File: config.mk
export PLATFORM = sky130hd
export DESIGN_NAME = bts_fetch
export DESIGN_NICKNAME = d
export VERILOG_FILES = /design/src/design/bts_pkg.sv /design/src/design/bts_fetch.sv
export SDC_FILE = /design/constraint.sdc
export NUM_CORES = 1
export LEC_CHECK = 0
export ABC_AREA = 1
export BUFFER_PORTS_ARGS = -buffer_cell sky130_fd_sc_hd__clkbuf_2
export CAP_MARGIN = 10
export CORE_MARGIN = 8
export CORE_UTILIZATION = 34
export CTS_CLUSTER_DIAMETER = 50
export DETAILED_ROUTE_END_ITERATION = 8
export HOLD_SLACK_MARGIN = 0.1
export PLACE_DENSITY = 0.68
export SETUP_SLACK_MARGIN = 0.3
export SLEW_MARGIN = 20
export SYNTH_ARGS = -nofsm -noshare
export SYNTH_HDL_FRONTEND = slang
export SYNTH_SLANG_ARGS = --single-unit
File: constraint.sdc
create_clock -name clock -period 3 [get_ports clock]
set_clock_uncertainty 0.2 [all_clocks]
set_input_delay 0.15 -clock clock [delete_from_list [all_inputs] [get_ports clock]]
set_output_delay 0.15 -clock clock [all_outputs]
set_load 0.01 [all_outputs]
File: src/design/bts_pkg.sv
// shared types and constants of the bilinear texture sampler
`default_nettype none
package bts_pkg;

   localparam int CHAN_W     = 8;
   localparam int NUM_CHAN   = 4;
   localparam int TEXEL_W    = CHAN_W * NUM_CHAN;
   localparam int OUT_W      = 16;
   localparam int COORD_W    = 24;
   localparam int CFG_W      = 4;
   localparam int CSR_IDX_W  = 2;
   localparam int RSP_DEPTH  = 4;
   localparam int RSP_PTR_W  = 2;
   localparam int RSP_CNT_W  = 3;

   localparam logic MODE_WRITE  = 1'b0;
   localparam logic MODE_SAMPLE = 1'b1;

   localparam logic [CSR_IDX_W-1:0] CSR_WIDTH_LOG2  = 2'd0;
   localparam logic [CSR_IDX_W-1:0] CSR_HEIGHT_LOG2 = 2'd1;
   localparam logic [CSR_IDX_W-1:0] CSR_FOUR_CHAN   = 2'd2;

   localparam logic [CFG_W-1:0] CFG_SIZE_RESET = 4'd8;

   // phase of a texel read: bit 0 selects x1, bit 1 selects y1
   localparam logic [1:0] PHASE_FIRST = 2'd0;
   localparam logic [1:0] PHASE_LAST  = 2'd3;

   localparam logic [CHAN_W-1:0] ALPHA_OPAQUE = 8'hFF;

   typedef struct packed {
      logic       valid;
      logic       is_sample;
      logic [1:0] phase;
   } bts_tag_type;

   typedef struct packed {
      logic                           is_sample;
      logic [NUM_CHAN-1:0][OUT_W-1:0] color;   // index 0 red .. 3 alpha
   } bts_rsp_type;

endpackage
`default_nettype wire

File: src/design/bts_fetch.sv
// address generation and texture memory access sequencing
`default_nettype none
module bts_fetch #(
   parameter int MAX_DIM_LOG2 = 8,
   parameter int FRAC_BITS    = 16
) (
   input  wire logic                                clock,
   input  wire logic                                reset,
   input  wire logic                                take,
   output logic                                     free,
   input  wire logic                                req_mode,
   input  wire logic [bts_pkg::CHAN_W-1:0]          req_texel_col,
   input  wire logic [bts_pkg::CHAN_W-1:0]          req_texel_row,
   input  wire logic [bts_pkg::CHAN_W-1:0]          req_red_in,
   input  wire logic [bts_pkg::CHAN_W-1:0]          req_green_in,
   input  wire logic [bts_pkg::CHAN_W-1:0]          req_blue_in,
   input  wire logic [bts_pkg::CHAN_W-1:0]          req_alpha_in,
   input  wire logic [bts_pkg::COORD_W-1:0]         req_u_coord,
   input  wire logic [bts_pkg::COORD_W-1:0]         req_v_coord,
   input  wire logic [bts_pkg::CFG_W-1:0]           width_log2,
   input  wire logic [bts_pkg::CFG_W-1:0]           height_log2,
   input  wire logic                                four_channels,
   output logic                                     mem_wr_en,
   output logic                                     mem_rd_en,
   output logic      [2*MAX_DIM_LOG2-1:0]           mem_addr,
   output logic      [bts_pkg::TEXEL_W-1:0]         mem_wdata,
   output bts_pkg::bts_tag_type                     tag,
   output logic      [FRAC_BITS-1:0]                s_frac,
   output logic      [FRAC_BITS-1:0]                t_frac
);
   import bts_pkg::*;

   localparam int DW  = MAX_DIM_LOG2;
   localparam int SUW = COORD_W + MAX_DIM_LOG2;

   logic [DW-1:0]      wmask;
   logic [DW-1:0]      hmask;
   logic [SUW-1:0]     su;
   logic [SUW-1:0]     sv;
   logic [DW+7:0]      col_ext;
   logic [DW+7:0]      row_ext;
   logic [DW-1:0]      x0;
   logic [DW-1:0]      y0;
   logic [DW-1:0]      x1;
   logic [DW-1:0]      y1;
   logic [DW-1:0]      wcol;
   logic [DW-1:0]      wrow;
   logic [CHAN_W-1:0]  alpha;
   logic               op_last;
   logic [DW-1:0]      col_sel;
   logic [DW-1:0]      row_sel;

   logic               op_valid_ff, op_valid_in;
   logic               op_sample_ff, op_sample_in;
   logic [1:0]         phase_ff, phase_in;
   logic [DW-1:0]      x0_ff, x0_in;
   logic [DW-1:0]      x1_ff, x1_in;
   logic [DW-1:0]      y0_ff, y0_in;
   logic [DW-1:0]      y1_ff, y1_in;
   logic [FRAC_BITS-1:0] s_ff, s_in;
   logic [FRAC_BITS-1:0] t_ff, t_in;
   logic [TEXEL_W-1:0] wdata_ff, wdata_in;

   // wrap masks for the current texture size
   assign wmask = ~({DW{1'b1}} << width_log2);
   assign hmask = ~({DW{1'b1}} << height_log2);

   assign su = SUW'(req_u_coord) << width_log2;
   assign sv = SUW'(req_v_coord) << height_log2;
   assign x0 = su[FRAC_BITS +: DW] & wmask;
   assign y0 = sv[FRAC_BITS +: DW] & hmask;
   assign x1 = DW'(x0 + DW'(1)) & wmask;
   assign y1 = DW'(y0 + DW'(1)) & hmask;

   assign col_ext = {{DW{1'b0}}, req_texel_col};
   assign row_ext = {{DW{1'b0}}, req_texel_row};
   assign wcol    = col_ext[DW-1:0] & wmask;
   assign wrow    = row_ext[DW-1:0] & hmask;
   assign alpha   = four_channels ? req_alpha_in : ALPHA_OPAQUE;

   assign op_last = !op_sample_ff || (phase_ff == PHASE_LAST);
   assign free    = !op_valid_ff || op_last;

   always_comb begin
      op_valid_in  = op_valid_ff;
      op_sample_in = op_sample_ff;
      phase_in     = phase_ff;
      x0_in        = x0_ff;
      x1_in        = x1_ff;
      y0_in        = y0_ff;
      y1_in        = y1_ff;
      s_in         = s_ff;
      t_in         = t_ff;
      wdata_in     = wdata_ff;
      priority if (take) begin
         op_valid_in  = 1'b1;
         op_sample_in = (req_mode == MODE_SAMPLE);
         phase_in     = PHASE_FIRST;
         if (req_mode == MODE_SAMPLE) begin
            x0_in = x0;
            x1_in = x1;
            y0_in = y0;
            y1_in = y1;
         end else begin
            x0_in = wcol;
            x1_in = wcol;
            y0_in = wrow;
            y1_in = wrow;
         end
         s_in     = su[FRAC_BITS-1:0];
         t_in     = sv[FRAC_BITS-1:0];
         wdata_in = {alpha, req_blue_in, req_green_in, req_red_in};
      end else if (op_valid_ff && op_last) begin
         op_valid_in = 1'b0;
      end else begin
         // phase of an idle slot is never looked at
         phase_in = phase_ff + 2'd1;
      end
   end

   always_ff @(posedge clock) begin
      if (reset) begin
         op_valid_ff <= 1'b0;
      end else begin
         op_valid_ff <= op_valid_in;
      end
   end

   always_ff @(posedge clock) begin
      op_sample_ff <= op_sample_in;
      phase_ff     <= phase_in;
      x0_ff        <= x0_in;
      x1_ff        <= x1_in;
      y0_ff        <= y0_in;
      y1_ff        <= y1_in;
      s_ff         <= s_in;
      t_ff         <= t_in;
      wdata_ff     <= wdata_in;
   end

   // reads go in the order (x0,y0) (x1,y0) (x0,y1) (x1,y1)
   assign col_sel   = phase_ff[0] ? x1_ff : x0_ff;
   assign row_sel   = phase_ff[1] ? y1_ff : y0_ff;
   assign mem_addr  = {row_sel, col_sel};
   assign mem_wr_en = op_valid_ff && !op_sample_ff;
   assign mem_rd_en = op_valid_ff && op_sample_ff;
   assign mem_wdata = wdata_ff;

   assign tag.valid     = op_valid_ff;
   assign tag.is_sample = op_sample_ff;
   assign tag.phase     = op_sample_ff ? phase_ff : PHASE_LAST;
   assign s_frac        = s_ff;
   assign t_frac        = t_ff;

`ifndef SYNTH
   a_sample_starts: assert property (@(posedge clock) disable iff (reset)
      take && req_mode == MODE_SAMPLE |=> mem_rd_en && phase_ff == PHASE_FIRST)
      else $error("sample did not start its reads right after the transfer");

   a_reads_no_gap: assert property (@(posedge clock) disable iff (reset)
      op_valid_ff && op_sample_ff && phase_ff != PHASE_LAST
      |=> op_valid_ff && op_sample_ff && phase_ff == $past(phase_ff) + 2'd1)
      else $error("texel reads of one sample were interrupted");
`endif

endmodule
`default_nettype wire

==> impl_results.html <==
<table>
<tr><th>Metric</th><th>Value</th></tr>
<tr><th colspan="2">Run status</th></tr>
<tr><td>Outcome</td><td>finished clean</td></tr>
<tr><th colspan="2">Synthesis</th></tr>
<tr><td>Mean area per synthesized cell</td><td>7.788 sq um</td></tr>
<tr><td>Gate count of the mapped netlist</td><td>781</td></tr>
<tr><td>Synth async-reset ratio</td><td>0</td></tr>
<tr><td>Synthesized netlist net count</td><td>893</td></tr>
<tr><td>Number of enable flip-flop cells after synthesis</td><td>97</td></tr>
<tr><td>Number of warnings printed during yosys synthesis</td><td>0</td></tr>
<tr><td>Synthesized cell area</td><td>6082 sq um</td></tr>
<tr><td>Post-synthesis cell type count</td><td>31</td></tr>
<tr><td>Commonest register cell after synthesis</td><td>sky130_fd_sc_hd__edfxtp_1</td></tr>
<tr><td>Share of the yosys chip area belonging to registers</td><td>0.4888</td></tr>
<tr><td>Number of flip-flops and latches in the synthesized netlist</td><td>100</td></tr>
<tr><th colspan="2">Worst setup path</th></tr>
<tr><td>Number of buffer and inverter instances along the worst setup path</td><td>4</td></tr>
<tr><td>Critical path fanouts, max</td><td>20</td></tr>
<tr><td>Minimum setup slack among reg-to-reg paths</td><td>1290 ps</td></tr>
<tr><td>Startpoint-to-endpoint class of the critical path</td><td>input pin to register</td></tr>
<tr><td>Required @ worst endpoint</td><td>2890 ps</td></tr>
<tr><td>Arrival time at the worst endpoint</td><td>2440 ps</td></tr>
<tr><td>Master of the slowest instance on the critical path</td><td>sky130_fd_sc_hd__dlygate4sd3_1</td></tr>
<tr><td>Cells traversed along the worst timing path</td><td>dlygate4sd3_1, clkbuf_2, buf_4, nand3_1, nand2_1, o21ai_2, nand2_1, a21oi_4, ha_1, inv_1, nor2_2, nand2_2, nor2_1, nor2_1, nand2_1, nand2_1</td></tr>
<tr><td>Crit path largest cell delay</td><td>530 ps</td></tr>
<tr><td>Cell seen most often among critical-path stages</td><td>sky130_fd_sc_hd__nand2_1</td></tr>
<tr><td>Crit path capture type</td><td>register</td></tr>
<tr><td>Startpoint types</td><td>input pin</td></tr>
<tr><td>Cell type group with the largest total delay on the critical path</td><td>buffers and inverters</td></tr>
<tr><th colspan="2">Routing</th></tr>
<tr><td>Via density</td><td>4.819</td></tr>
<tr><td>Total wire length after detailed routing</td><td>18160 um</td></tr>
<tr><td>Number of DRC markers after the initial detailed-route iteration</td><td>391</td></tr>
<tr><td>Final antenna-violating net count</td><td>0</td></tr>
<tr><td>Drt pass-1 iters</td><td>5</td></tr>
<tr><td>DRC errors left</td><td>0</td></tr>
<tr><td>Via count</td><td>6062</td></tr>
<tr><td>Routed WL per cell</td><td>14.44 um</td></tr>
<tr><th colspan="2">CTS</th></tr>
<tr><td>Clock latency at the later pin of the worst-skew pair</td><td>330 ps</td></tr>
<tr><td>Root Driver</td><td>sky130_fd_sc_hd__clkbuf_16</td></tr>
<tr><td>Deepest level of the CTS H-tree</td><td>3</td></tr>
<tr><td>Clock tree from TritonCTS</td><td>yes</td></tr>
<tr><td>Cts bufs inserted</td><td>9</td></tr>
<tr><td>Sinks on the clock net</td><td>100</td></tr>
<tr><td>CTS Hold Buffers Added</td><td>64</td></tr>
<tr><td>Clock buffer depth</td><td>2</td></tr>
<tr><td>CTS-repair resized insts</td><td>0</td></tr>
<tr><td>Clk pin slew, worst setup/hold paths</td><td>70 ps</td></tr>
<tr><td>Buffers inserted by post-CTS timing repair</td><td>0</td></tr>
<tr><th colspan="2">GRT</th></tr>
<tr><td>Pin count of the biggest net entering global routing</td><td>57</td></tr>
<tr><td>All-layer global routing usage</td><td>0.1579</td></tr>
<tr><td>Via count of the first global-routing pass</td><td>5815</td></tr>
<tr><td>Total global routing overflow</td><td>0</td></tr>
<tr><td>Initial antenna violation count</td><td>0</td></tr>
<tr><td>Global-route wire length before repair</td><td>28480 um</td></tr>
<tr><th colspan="2">Die</th></tr>
<tr><td>Height of the chip</td><td>149.7 um</td></tr>
<tr><td>Die width</td><td>149.7 um</td></tr>
<tr><td>Initial core utilization</td><td>0.3421</td></tr>
<tr><td>Core box area</td><td>17780 sq um</td></tr>
<tr><td>Die area</td><td>22420 sq um</td></tr>
<tr><td>Ports placed on the boundary</td><td>196</td></tr>
<tr><td>Standard-cell row count</td><td>49</td></tr>
<tr><th colspan="2">Cells and area</th></tr>
<tr><td>Commonest cells after routing, fill and taps aside</td><td>262 x sky130_fd_sc_hd__nand2_1, 192 x sky130_fd_sc_hd__clkbuf_2, 158 x sky130_fd_sc_hd__nand3_1</td></tr>
<tr><td>Most common library cell in the layout ignoring fill and taps</td><td>sky130_fd_sc_hd__nand2_1</td></tr>
<tr><td>Layout cell share with drive strength beyond 1</td><td>0.2539</td></tr>
<tr><td>Final Util</td><td>0.4576</td></tr>
<tr><td>NumNets Final</td><td>1135</td></tr>
<tr><td>Filler Cells Inserted</td><td>1789</td></tr>
<tr><td>Area of the multi-input gates</td><td>2635 sq um</td></tr>
<tr><td>Final Non-Filler Cells</td><td>1258</td></tr>
<tr><td>Area overhead of the layout relative to synthesis</td><td>33.76%</td></tr>
<tr><td>Storage cell area</td><td>2973 sq um</td></tr>
<tr><th colspan="2">Place</th></tr>
<tr><td>Final Wtd Congestion</td><td>0.8654</td></tr>
<tr><td>Half-perimeter wire length of the detailed placement result</td><td>13990 um</td></tr>
<tr><td>Port Buffer Count</td><td>193</td></tr>
<tr><td>DP Cell Count</td><td>1177</td></tr>
<tr><th colspan="2">STA</th></tr>
<tr><td>Sum of negative setup slack</td><td>0 ps</td></tr>
<tr><td>Worst-case headroom to the max-slew limit</td><td>0.6147</td></tr>
<tr><td>Final-report max-slew violation count</td><td>0</td></tr>
<tr><td>Final setup violation count</td><td>0</td></tr>
<tr><td>Pin slew with the least headroom to its limit</td><td>577.9 ps</td></tr>
<tr><td>Final Hold Violating Endpoints</td><td>0</td></tr>
<tr><td>Clock period minus final worst setup slack</td><td>2549 ps</td></tr>
<tr><td>RSZ-0062 raised after global routing</td><td>false</td></tr>
<tr><td>Period utilisation layout</td><td>0.8498</td></tr>
<tr><td>Fmax</td><td>392.2 MHz</td></tr>
<tr><th colspan="2">Pwr</th></tr>
<tr><td>Total power consumption of the routed design</td><td>3.737 mW</td></tr>
<tr><td>Leak Pwr</td><td>3.832 nW</td></tr>
<tr><td>Maximum VDD drop</td><td>0.2306 mV</td></tr>
<tr><td>Cell Pwr Density</td><td>459.4 nW/um^2</td></tr>
<tr><th colspan="2">Worst hold path</th></tr>
<tr><td>HP Class</td><td>input pin to register</td></tr>
<tr><th colspan="2">Job</th></tr>
<tr><td>Max-capacitance violation count</td><td>0</td></tr>
</table>
[stage by stage]
stage / cell area (sq um) / hold slack, ps / setup slack [ps]
global placement: 7217 / 104.7 / 489.0
detailed placement: 7217 / 114.3 / 465.3
floorplan: 6082 / 19.07 / 931.5
CTS: 8133 / 104.8 / 471.1
global route: 8133 / 143.2 / 313.7
finish: 8135 / 127.8 / 450.6
[flip-flops by register name (all words and copies together) (netlist names)]
register / flops
y1_ff: 8
y0_ff: 8
phase_ff: 2
x0_ff: 8
mem_wdata: 32
s_frac: 16
t_frac: 16
op_sample_ff: 1
op_valid_ff: 1
x1_ff: 8
[worst register-to-register path, stage by stage, from the launching register on]
cell and delay, ps:
sky130_fd_sc_hd__dfxtp_1 630, sky130_fd_sc_hd__ha_1 230, sky130_fd_sc_hd__inv_1 50, sky130_fd_sc_hd__a21oi_1 200, sky130_fd_sc_hd__inv_1 80, sky130_fd_sc_hd__o21ai_0 140
sky130_fd_sc_hd__a21oi_1 50
[where the power goes]
group	switching, mW	internal (mW)	total (mW)
combinational	0.568	0.354	0.922
clock	0.517	0.571	1.09
sequential	0.0439	1.68	1.73
[routing by layer]
layer / global-route usage / routed length [um] / part of all wire / vias to the layer above
met5: 0 / 0 / 0 / -
met4: 0.04448 / 199 / 0.011 / 0
met3: 0.02933 / 1111 / 0.061 / 15
met2: 0.2624 / 8740 / 0.48 / 190
met1: 0.2059 / 8108 / 0.45 / 2755
li1: - / - / - / 3102
[final timing paths]
kind	startpoint	to	cells after the start
worst min-delay path	width_log2[3]	s_frac[6]	3
worst min register to register	op_valid_ff	op_valid_ff	4
worst max-delay path	height_log2[1]	y1_ff[6]	16
worst max register to register	phase_ff[0]	phase_ff[0]	6
[Yosys cell counts, types with 3 or more instances]
master	n	area [sq um]
sky130_fd_sc_hd__buf_2	10	50.05
sky130_fd_sc_hd__a31oi_1	4	25.02
sky130_fd_sc_hd__nor2_1	50	187.7
sky130_fd_sc_hd__nand3_1	158	790.8
sky130_fd_sc_hd__buf_6	4	45.04
sky130_fd_sc_hd__inv_2	8	30.03
sky130_fd_sc_hd__nand2_2	16	100.1
sky130_fd_sc_hd__o21ai_0	40	200.2
sky130_fd_sc_hd__ha_1	3	37.54
sky130_fd_sc_hd__edfxtp_1	97	2913
sky130_fd_sc_hd__inv_1	54	202.7
sky130_fd_sc_hd__nand3_2	4	40.04
sky130_fd_sc_hd__buf_4	11	82.58
sky130_fd_sc_hd__nor3_1	4	20.02
sky130_fd_sc_hd__o31ai_1	4	30.03
sky130_fd_sc_hd__o21ai_1	4	20.02
sky130_fd_sc_hd__clkinv_1	3	11.26
sky130_fd_sc_hd__a21oi_1	9	45.04
sky130_fd_sc_hd__dfxtp_1	3	60.06
sky130_fd_sc_hd__nor2_2	6	37.54
sky130_fd_sc_hd__clkbuf_1	11	41.29
sky130_fd_sc_hd__buf_1	3	11.26
sky130_fd_sc_hd__nand2_1	262	983.4
[layout make-up]
type                    instances  area share
flip-flops and latches        100      0.3654
multi-input cells             577      0.3239
repair buffers                270      0.2113
well taps                     229     0.03522
inverters                      65     0.02999
clock buffers                  10     0.02815
clock inverters                 6    0.005691
diodes                          1   0.0003076
[kinds of logic (layout without fill, tap and decap cells)]
kind of cell / after synthesis / in the layout / share of synthesized area
compound gates: 69 / 69 / 0.06480
fa+ha+maj: 3 / 3 / 0.006172
buf+inv: 104 / 351 / 0.07797
flops: 100 / 100 / 0.4888
mux: 2 / 2 / 0.003292
other cells: 0 / 1 / 0
simple gates: 503 / 503 / 0.3590
(Power assumes the default switching activity.)
